File: src/rtl/core/msp_pkg.sv
// Shared codes and the move folding function for the maze path simplifier.
package msp_pkg;

	localparam logic [1:0] MV_LEFT    = 2'd0;
	localparam logic [1:0] MV_FORWARD = 2'd1;
	localparam logic [1:0] MV_RIGHT   = 2'd2;
	localparam logic [1:0] MV_BACK    = 2'd3;

	localparam logic OP_EXPLORE = 1'b0;
	localparam logic OP_REPLAY  = 1'b1;

	typedef logic [1:0] move_t;

	typedef struct packed {
		logic  hit;
		move_t move;
	} fold_t;

	// Result of folding prev, back, new into a single move.
	function automatic fold_t fold_move(input move_t prev, input move_t nxt);
		fold_t r;
		r.hit  = 1'b0;
		r.move = MV_LEFT;
		case ({prev, nxt})
			{MV_LEFT, MV_LEFT}: begin
				r.hit  = 1'b1;
				r.move = MV_FORWARD;
			end
			{MV_LEFT, MV_FORWARD}: begin
				r.hit  = 1'b1;
				r.move = MV_RIGHT;
			end
			{MV_LEFT, MV_RIGHT}: begin
				r.hit  = 1'b1;
				r.move = MV_BACK;
			end
			{MV_FORWARD, MV_LEFT}: begin
				r.hit  = 1'b1;
				r.move = MV_RIGHT;
			end
			{MV_FORWARD, MV_FORWARD}: begin
				r.hit  = 1'b1;
				r.move = MV_BACK;
			end
			{MV_RIGHT, MV_LEFT}: begin
				r.hit  = 1'b1;
				r.move = MV_BACK;
			end
			default: begin
				r.hit  = 1'b0;
				r.move = MV_LEFT;
			end
		endcase
		return r;
	endfunction

endpackage

File: src/rtl/core/maze_path_simplifier_unit.sv
// Left-hand maze follower that shortens its stored path on line and replays it.
// Each item takes two steps: one to read the path memory, one to fold, write and
// update the pointers, which waits until the output register is free or taken; the
// next word is taken in the cycle after that.
// A finished result waits in the output register while the next word is read in.
// Reset clears pointers, count and handshake state; the path memory is not cleared.
module maze_path_simplifier_unit
	import msp_pkg::*;
#(
	parameter int PATH_DEPTH = 256
) (
	input  logic        clk,
	input  logic        arst_n,
	input  logic        s_tvalid,
	output logic        s_tready,
	input  logic [7:0]  s_tdata,  // left_open, forward_open, right_open, back_open, zero fill
	input  logic [0:0]  s_tuser,  // operation
	output logic        m_tvalid,
	input  logic        m_tready,
	output logic [15:0] m_tdata   // move[1:0], move_valid, path_count[8:0], overflow, zero fill
);

	localparam int AW = (PATH_DEPTH > 1) ? $clog2(PATH_DEPTH) : 1;
	localparam int CW = $clog2(PATH_DEPTH + 1);
	localparam logic [AW-1:0] LAST_IDX = AW'(PATH_DEPTH - 1);
	localparam logic [CW-1:0] FULL_CNT = CW'(PATH_DEPTH);

	localparam logic ST_IDLE = 1'b0;
	localparam logic ST_EXEC = 1'b1;

	move_t path_mem [PATH_DEPTH];

	logic          state_q;
	logic [AW-1:0] newest_q;
	logic [AW-1:0] oldest_q;
	logic [CW-1:0] count_q;

	logic          op_s1;
	logic [3:0]    open_s1;
	move_t         rd_a_s1;
	move_t         rd_b_s1;

	logic          out_valid_q;
	logic [15:0]   out_data_q;

	logic          in_fire;
	logic          done;
	logic [AW-1:0] top_idx;
	logic [AW-1:0] below_idx;
	logic [AW-1:0] newest_inc;
	logic [AW-1:0] oldest_inc;
	logic [AW-1:0] rd_a_addr;

	logic          pick_ok;
	move_t         pick;
	fold_t         fold;
	logic          we;
	logic [AW-1:0] waddr;
	move_t         wdata;
	logic [AW-1:0] newest_d;
	logic [AW-1:0] oldest_d;
	logic [CW-1:0] count_d;
	move_t         res_move;
	logic          res_valid;
	logic          res_ovf;
	logic [CW+8:0] count_ext;

	assign s_tready = (state_q == ST_IDLE);
	assign in_fire  = s_tvalid && s_tready;
	assign done     = (state_q == ST_EXEC) && (!out_valid_q || m_tready);

	assign top_idx    = (newest_q == '0) ? LAST_IDX : newest_q - AW'(1);
	assign below_idx  = (top_idx == '0) ? LAST_IDX : top_idx - AW'(1);
	assign newest_inc = (newest_q == LAST_IDX) ? '0 : newest_q + AW'(1);
	assign oldest_inc = (oldest_q == LAST_IDX) ? '0 : oldest_q + AW'(1);
	assign rd_a_addr  = (s_tuser[0] == OP_REPLAY) ? oldest_q : top_idx;

	always_ff @(posedge clk) begin
		if (in_fire) begin
			rd_a_s1 <= path_mem[rd_a_addr];
			rd_b_s1 <= path_mem[below_idx];
			op_s1   <= s_tuser[0];
			open_s1 <= s_tdata[3:0];
		end
		if (we) begin
			path_mem[waddr] <= wdata;
		end
	end

	always_comb begin
		pick_ok = |open_s1;
		if (open_s1[0]) begin
			pick = MV_LEFT;
		end else if (open_s1[1]) begin
			pick = MV_FORWARD;
		end else if (open_s1[2]) begin
			pick = MV_RIGHT;
		end else begin
			pick = MV_BACK;
		end
		fold = fold_move(rd_b_s1, pick);
		if (!(count_q >= CW'(2) && rd_a_s1 == MV_BACK)) begin
			fold.hit = 1'b0;
		end

		we        = 1'b0;
		waddr     = newest_q;
		wdata     = pick;
		newest_d  = newest_q;
		oldest_d  = oldest_q;
		count_d   = count_q;
		res_move  = MV_LEFT;
		res_valid = 1'b0;
		res_ovf   = 1'b0;

		if (op_s1 == OP_REPLAY) begin
			if (count_q != '0) begin
				res_move  = rd_a_s1;
				res_valid = 1'b1;
				oldest_d  = oldest_inc;
				count_d   = count_q - CW'(1);
			end
		end else if (pick_ok) begin
			res_move  = pick;
			res_valid = 1'b1;
			if (fold.hit) begin
				we       = done;
				waddr    = below_idx;
				wdata    = fold.move;
				newest_d = top_idx;
				count_d  = count_q - CW'(1);
			end else if (count_q >= FULL_CNT) begin
				res_ovf = 1'b1;
			end else begin
				we       = done;
				newest_d = newest_inc;
				count_d  = count_q + CW'(1);
			end
		end
		count_ext = (CW + 9)'(count_d);
	end

	always_ff @(posedge clk or negedge arst_n) begin
		if (!arst_n) begin
			state_q     <= ST_IDLE;
			newest_q    <= '0;
			oldest_q    <= '0;
			count_q     <= '0;
			out_valid_q <= 1'b0;
		end else begin
			case (state_q)
				ST_IDLE: begin
					if (in_fire) begin
						state_q <= ST_EXEC;
					end
				end
				ST_EXEC: begin
					if (done) begin
						state_q <= ST_IDLE;
					end
				end
				default: begin
					state_q <= ST_IDLE;
				end
			endcase
			if (done) begin
				newest_q    <= newest_d;
				oldest_q    <= oldest_d;
				count_q     <= count_d;
				out_valid_q <= 1'b1;
			end else if (m_tready) begin
				out_valid_q <= 1'b0;
			end
		end
	end

	always_ff @(posedge clk) begin
		if (done) begin
			out_data_q <= {3'b000, res_ovf, count_ext[8:0], res_valid, res_move};
		end
	end

	assign m_tvalid = out_valid_q;
	assign m_tdata  = out_data_q;

	a_count_bound: assert property (@(posedge clk) disable iff (!arst_n)
		count_q <= FULL_CNT)
		else $error("stored move count exceeds the path depth");

	a_hold_on_stall: assert property (@(posedge clk) disable iff (!arst_n)
		(state_q == ST_EXEC && out_valid_q && !m_tready) |=> (state_q == ST_EXEC))
		else $error("item completed while the output word was still pending");

	a_overflow_full: assert property (@(posedge clk) disable iff (!arst_n)
		(out_valid_q && out_data_q[12]) |-> (count_q == FULL_CNT))
		else $error("overflow reported while the store is not full");

	a_write_in_exec: assert property (@(posedge clk) disable iff (!arst_n)
		we |-> (state_q == ST_EXEC))
		else $error("path memory written outside the execute cycle");

endmodule
File: config.mk
export PLATFORM = sky130hd
export DESIGN_NAME = maze_path_simplifier_unit
export DESIGN_NICKNAME = d
export VERILOG_FILES = /design/src/rtl/core/msp_pkg.sv /design/src/rtl/core/maze_path_simplifier_unit.sv
export SDC_FILE = /design/constraint.sdc
export NUM_CORES = 1
export LEC_CHECK = 0
export ABC_CLOCK_PERIOD_IN_PS = 13300
export BUFFER_PORTS_ARGS = -buffer_cell sky130_fd_sc_hd__buf_4
export CORE_AREA = 2 2 312 314
export CTS_CLUSTER_SIZE = 12
export DETAILED_ROUTE_END_ITERATION = 12
export DIE_AREA = 0 0 314 316
export PLACE_DENSITY = 0.53
export RECOVER_POWER = 50
export SLEW_MARGIN = 40
export SYNTH_ARGS = -nofsm -noshare
export SYNTH_HDL_FRONTEND = slang
export SYNTH_SLANG_ARGS = --single-unit
File: constraint.sdc
create_clock -name clk -period 13.3 [get_ports clk]
set_input_delay 1.33 -clock clk [delete_from_list [all_inputs] [get_ports clk]]
set_output_delay 1.33 -clock clk [all_outputs]
set_load 0.005 [all_outputs]
======== After elaboration in Yosys (flattened, before gate mapping) ========
Memory sizes are Yosys's and may differ from the RTL's. A register that Yosys moved wholly into a read port is not among the register bits.
Cells that the tools add are included.
storage, ports and cells
  register bits ........................... 45
  memory bits (writable) .................. 512
  bits of input ports ..................... 13
  output and inout bits ................... 18
  logic and storage cells ................. 87
  memories ................................ 1
cells by class
  add/sub/neg operators ................... 6
  order comparisons ....................... 2
  eq/ne operators ......................... 9
  mux-type cells .......................... 41
  bitwise logic cells ..................... 3
  reductions and logical operators ........ 16
memory list
  memory    words  width  rd ports  clocked after Yosys merged registers in  write ports  line                             RTL
  path_mem  256    2      2         2                                        1            maze_path_simplifier_unit.sv:31  move_t path_mem [PATH_DEPTH];
operators by type and width
  operator                                              number
  2-to-1 mux 8 bit                                      10
  2-to-1 mux 9 bit                                      5
  adder 8 x 1 -> 8 bit (second input constant)          2
  == test 8 bit (second input constant)                 2
  zero test 8 bit                                       2
  2-to-1 mux 1 bit                                      16
  2-to-1 mux 2 bit                                      8
  subtractor 8 x 1 -> 8 bit (second input constant)     2
  adder 9 x 1 -> 9 bit (second input constant)          1
  >= comparator 9 x 2 -> 1 bit (second input constant)  1
  >= comparator 9 bit (second input constant)           1
  case mux 3 bit (3 select lines)                       1
  nonzero test 9 bit                                    1
  subtractor 9 x 1 -> 9 bit (second input constant)     1
  == test 4 x 3 -> 1 bit (second input constant)        2
  OR reduction 3 bit                                    2
  == test 4 x 1 -> 1 bit (second input constant)        1
  == test 4 x 2 -> 1 bit (second input constant)        1
  == test 4 bit (second input constant)                 1
  zero test 4 bit                                       1
  AND reduction 4 bit                                   1
  OR reduction 4 bit                                    1
  logical AND 1 bit                                     3
  NOT 1 bit                                             3
  8 further kinds                                       8

======== Logic depth before layout (Yosys ltp) ========
  depth in word-level cells ............... 12
  mapped depth ............................ 20
  gate-level depth less buffers ........... 13

======== Least setup slack after synthesis ========
Ideal clock, no wire load.
  path type ............................... register -> register
  start ................................... reg open_s1[0]
  end ..................................... mem path_mem[0][1] (netlist name) (data pin)
  library setup time ...................... 2.188 ns
  data arrival time ....................... 10.451 ns
  required time ........................... 11.112 ns
  setup slack ............................. 0.661 ns
  cell stages (with the launch flop) ...... 3
  path buffers ............................ 1
  clock period less this slack ............ 12.639 ns
  cells stage by stage .................... edfxtp_1 clkbuf_1 o21ai_0
between the ends
  cells in the longest elaborated chain, start to end .. 8
  elaborated cells on any way between the ends .. 15
  those cells by class .................... eq/ne: 5; mux: 6; reduce/logical: 4
ends and longest elaborated chain
  element                                                             line                              RTL
  start: declaration                                                  maze_path_simplifier_unit.sv:39   logic [3:0] open_s1;
  start signal: assignment                                            maze_path_simplifier_unit.sv:83   open_s1 <= s_tdata[3:0];
  2-to-1 mux 2 bit                                                    maze_path_simplifier_unit.sv:92   if (open_s1[0]) begin
  == test 4 bit (tied with other cells)                               msp_pkg.sv:24                     case ({prev, nxt})
  OR reduction 3 bit (no line) or OR reduction 2 bit (tied branches)  --
  case mux 3 bit (3 select lines)                                     msp_pkg.sv:24
  2-to-1 mux 1 bit                                                    maze_path_simplifier_unit.sv:102  if (!(count_q >= CW'(2) && rd_a_s1 == MV_BACK)) begin
  2-to-1 mux 2 bit                                                    maze_path_simplifier_unit.sv:126  if (fold.hit) begin
  2-to-1 mux 2 bit                                                    maze_path_simplifier_unit.sv:123  end else if (pick_ok) begin
  2-to-1 mux 2 bit *                                                  maze_path_simplifier_unit.sv:116  if (op_s1 == OP_REPLAY) begin
  via wdata[1]                                                        maze_path_simplifier_unit.sv:59   move_t wdata;
  end: declaration                                                    maze_path_simplifier_unit.sv:31
Mark *: on every way through the listed nets, which the timed path passes. The rest lies on a longest branch.

======== Final worst setup path ========
  start ................................... reg count_q[0]
  end ..................................... mem path_mem[189][0] (netlist name) (data pin)
between the ends
  cells in the longest elaborated chain, start to end .. 6
ends and longest elaborated chain
  element                       line                              RTL
  start: declaration            maze_path_simplifier_unit.sv:36   logic [CW-1:0] count_q;
  start signal: assignment      maze_path_simplifier_unit.sv:169  count_q <= count_d;
  >= comparator 9 x 2 -> 1 bit  maze_path_simplifier_unit.sv:102
  logical AND 1 bit             maze_path_simplifier_unit.sv:102
  2-to-1 mux 1 bit              maze_path_simplifier_unit.sv:102
  2-to-1 mux 2 bit              maze_path_simplifier_unit.sv:126
  2-to-1 mux 2 bit              maze_path_simplifier_unit.sv:123
  2-to-1 mux 2 bit              maze_path_simplifier_unit.sv:116
  via wdata[0]                  maze_path_simplifier_unit.sv:59
The timed path passes the listed nets, and every way through them passes these cells.

==> out/qor.yml <==
worst_setup_path:
  path_max_fanout: 119
  worstSetupStartpointType: "flop"
  worstSetupEndpoint: "path_mem[189][0]"
  startpoint: "count_q[0]"
  arrival_ns: 7.19
  rr_worst_depth: 9
  r2r_start: "count_q[0]"
  r2r_slack_ns: 5.74
  endpoint_kind: "flop"
  r2r_end: "path_mem[189][0]"
  crit_type: "flop to flop"
  crit_required_ns: 12.94
floorplanning:
  io_pins: 31
  rows: 114
  dieArea_mm2: 0.0992
  fp.dieH_um: 316
  fp.dieW_um: 314
  core_mm2: 0.0960
  initial_core_util_pct: 29.7
clock_tree:
  clockBufferDepth: 3
  cts_tree: "built"
  post_cts_buffers: 0
  clk_latency_ns: 0.68
  cts-root-buf: "clkbuf_16"
  post_cts_resized: 0
  ctsHoldBuffers: 0
  cts_buffers: 61
  cts_sinks: 561
  path_clk_slew_ns: 0.06
  ctsHtreeMaxLevel: 2
timing:
  finalSetupViolCount: 0
  post-route-period-util_pct: 56.8
  fin_tns_setup_ns: 0
  min_period_ns: 7.56
  finalHoldViolCount: 0
  tightestPinTransition_ns: 6.01
  rsz0062_at_grt: "false"
  timing.hold.ws_ns: 0.519
  layout_setup_ws_ns: 5.74
  max-slew-margin-rel_pct: -301
  drv_slew: 278
  fmax_ghz: 0.132
  clock_skew_ns: 0.0534
grt:
  grt_max_degree: 139
  grt_pass1_wl_mm: 140
  antenna_found_initial: 0
  grt_use_total_pct: 18.8
  grt_pass1_vias: 21600
  overflow: 0
logic_synthesis:
  syn_area_per_cell_um2: 11.7
  yosysWarnings: 0
  ys_ff_latch: 561
  ys.flop_type: "edfxtp_1"
  syn-cell-area_mm2: 0.0285
  async_flop_share_pct: 4.81
  synthCells: 2428
  synth_edf_count: 534
  synth.distinct_cells: 76
  synth_seq_area_share_pct: 58.7
route:
  avgRoutedWirePerCell_um: 26.1
  via_per_inst: 5.91
  num_vias: 21800
  routed_wl_mm: 96.0
  final_antenna_net_count: 0
  drc_errors: 0
  drtIter0Drc: 2628
  firstDrtPassIters: 5
place:
  port_buffers: 23
  gp_congestion: 0.877
  dp_hpwl_mm: 55.9
  dp_slack_ns: 6.86
cells_and_area:
  n_antenna_cell: 0
  fin_util_pct: 33.2
  area_growth_pct: 12.0
  final_nets: 2383
  final_layout_size_suffix_gt1_share_pct: 13.2
run:
  drv_cap: 3
pwr:
  power_uw: 8430
  peakVddDrop_v: 0.000177
  powerDensity_mw_per_mm2: 264
  power.leakage_uw: 0.00991
run_status:
  status: "complete, but fails checks"
  failed_checks: "capacitance limit, slew limit"
min_path:
  hold_class: "flop to flop"
[cell usage in the layout (no fill, tap or decap), types with 6 or more instances in the layout]
master     Yosys  final
edfxtp_1     534    534
nand2_1      428    419
nor2_1       310    308
a31oi_1      134    134
mux4_2       120    120
o221ai_1     110    110
o21ai_0       94     92
nor3_1        67     67
clkbuf_16      0     62
nand3_1       61     61
a21oi_1       49     49
buf_4         12     41
dfrtp_1       27     27
nand4_1       21     21
clkbuf_1     115     21
clkbuf_4       0     20
and3_1        18     18
and2_1        19     18
a211oi_1      18     18
o31ai_1       15     14
clkinv_1       1     14
xnor2_1       16     13
inv_1         12     12
clkinv_2       0     12
o211ai_1      11     11
o22ai_1       11     10
a311oi_1       9      9
mux2i_1       10      8
ha_1           8      8
nor4_1         8      7
o21a_1         8      7
o32ai_1        8      7
or3_1          6      6
mux2_2         6      6
nor2b_1        6      6
[state kept, by name (all words and copies together) (netlist names)]
| name | flops |
|---|---|
| m_tvalid | 1 |
| m_tdata | 13 |
| state_q | 1 |
| rd_a_s1 | 2 |
| oldest_q | 8 |
| path_mem | 512 |
| count_q | 9 |
| rd_b_s1 | 2 |
| op_s1 | 1 |
| open_s1 | 4 |
| newest_q | 8 |
[final cells by class]
cell class              count  area, um2
clock inverters            34        268
repair buffers             76        641
inverters                  13       48.8
clock buffers              77       1620
fillers                  9493      64100
flip-flops and latches    561      16700
well taps                1276       1600
multi-input cells        1649      11000
[cell usage after synthesis (all sizes together), types with 5 or more instances]
cell type  instances  area [um2]
ha                 8         100
or3                6        37.5
a21oi             49         245
nor3              67         335
dfrtp             27         676
mux2               6        67.6
o22ai             11        68.8
mux2i             10         100
o32ai              8        70.1
nand3             61         305
clkbuf           115         432
nand2            428        1610
a211oi            18         135
a31oi            134         838
o221ai           110         963
a21boi             5        37.5
o31ai             15         113
o21ai             99         499
nor4               8        50.1
and3              18         113
a311oi             9        78.8
o211ai            11        82.6
buf               92         518
inv               12        45.0
and2              20         125
nor2b              6        37.5
xnor2             16         140
nand4             22         144
o21a               8        60.1
edfxtp           534       16000
mux4             120        2700
nor2             311        1180
[cell families (layout without fill, tap and decap cells)]
| family | after synthesis | count (layout) | share of synthesized area, % |
|---|---|---|---|
| AO/OA/AOI/OAI | 518 | 518 | 12.5 |
| other | 1 | 3 | 0.0132 |
| flip-flops | 561 | 561 | 58.7 |
| multiplexers | 136 | 136 | 10.1 |
| adder cells (fa/ha/maj) | 8 | 8 | 0.351 |
| XOR/XNOR | 20 | 20 | 0.615 |
| buffers and inverters | 220 | 200 | 3.51 |
| AND/OR/NAND/NOR | 964 | 964 | 14.3 |
[layer usage]
layer / vias up / share of wire (%) / GRT usage [%]
li1: 9222 / - / -
met1: 11000 / 39 / 24.6
met2: 1337 / 46 / 30.3
met3: 237 / 11 / 3.95
met4: 0 / 4.3 / 8.26
met5: - / 0 / 0
[stage by stage]
step | cells | cell area, um2
3_5_place_dp | 3573 | 30000
5_1_grt | 3686 | 31900
6_report | 3686 | 31900
3_3_place_gp | 3570 | 29900
2_1_floorplan | 2430 | 28500
4_1_cts | 3684 | 31900
[how the worst min path moves through the flow]
stage	start	to	cells after the start
2_1_floorplan	oldest_q[6]	oldest_q[6]	1
3_3_place_gp	state_q	m_tvalid	2
3_5_place_dp	state_q	m_tvalid	2
4_1_cts	state_q	m_tvalid	2
5_1_grt	state_q	m_tvalid	2
6_report	state_q	m_tvalid	2
[power breakdown]
part / internal, uW / total [uW] / switching (uW)
clock network: 898 / 1630 / 730
registers: 2110 / 2200 / 92.5
logic: 1430 / 4600 / 3170
[worst max-delay path, stage by stage (launching register included)]
cell	delay, ns
dfrtp_1	0.48
inv_1	0.16
ha_1	0.17
nor3_1	0.06
nand4_1	0.11
and3_1	0.22
o21a_1	0.57
nand2_1	0.56
o22ai_4	0.30
clkbuf_1	3.81
Note: power is estimated with default switching activity, not from simulation.
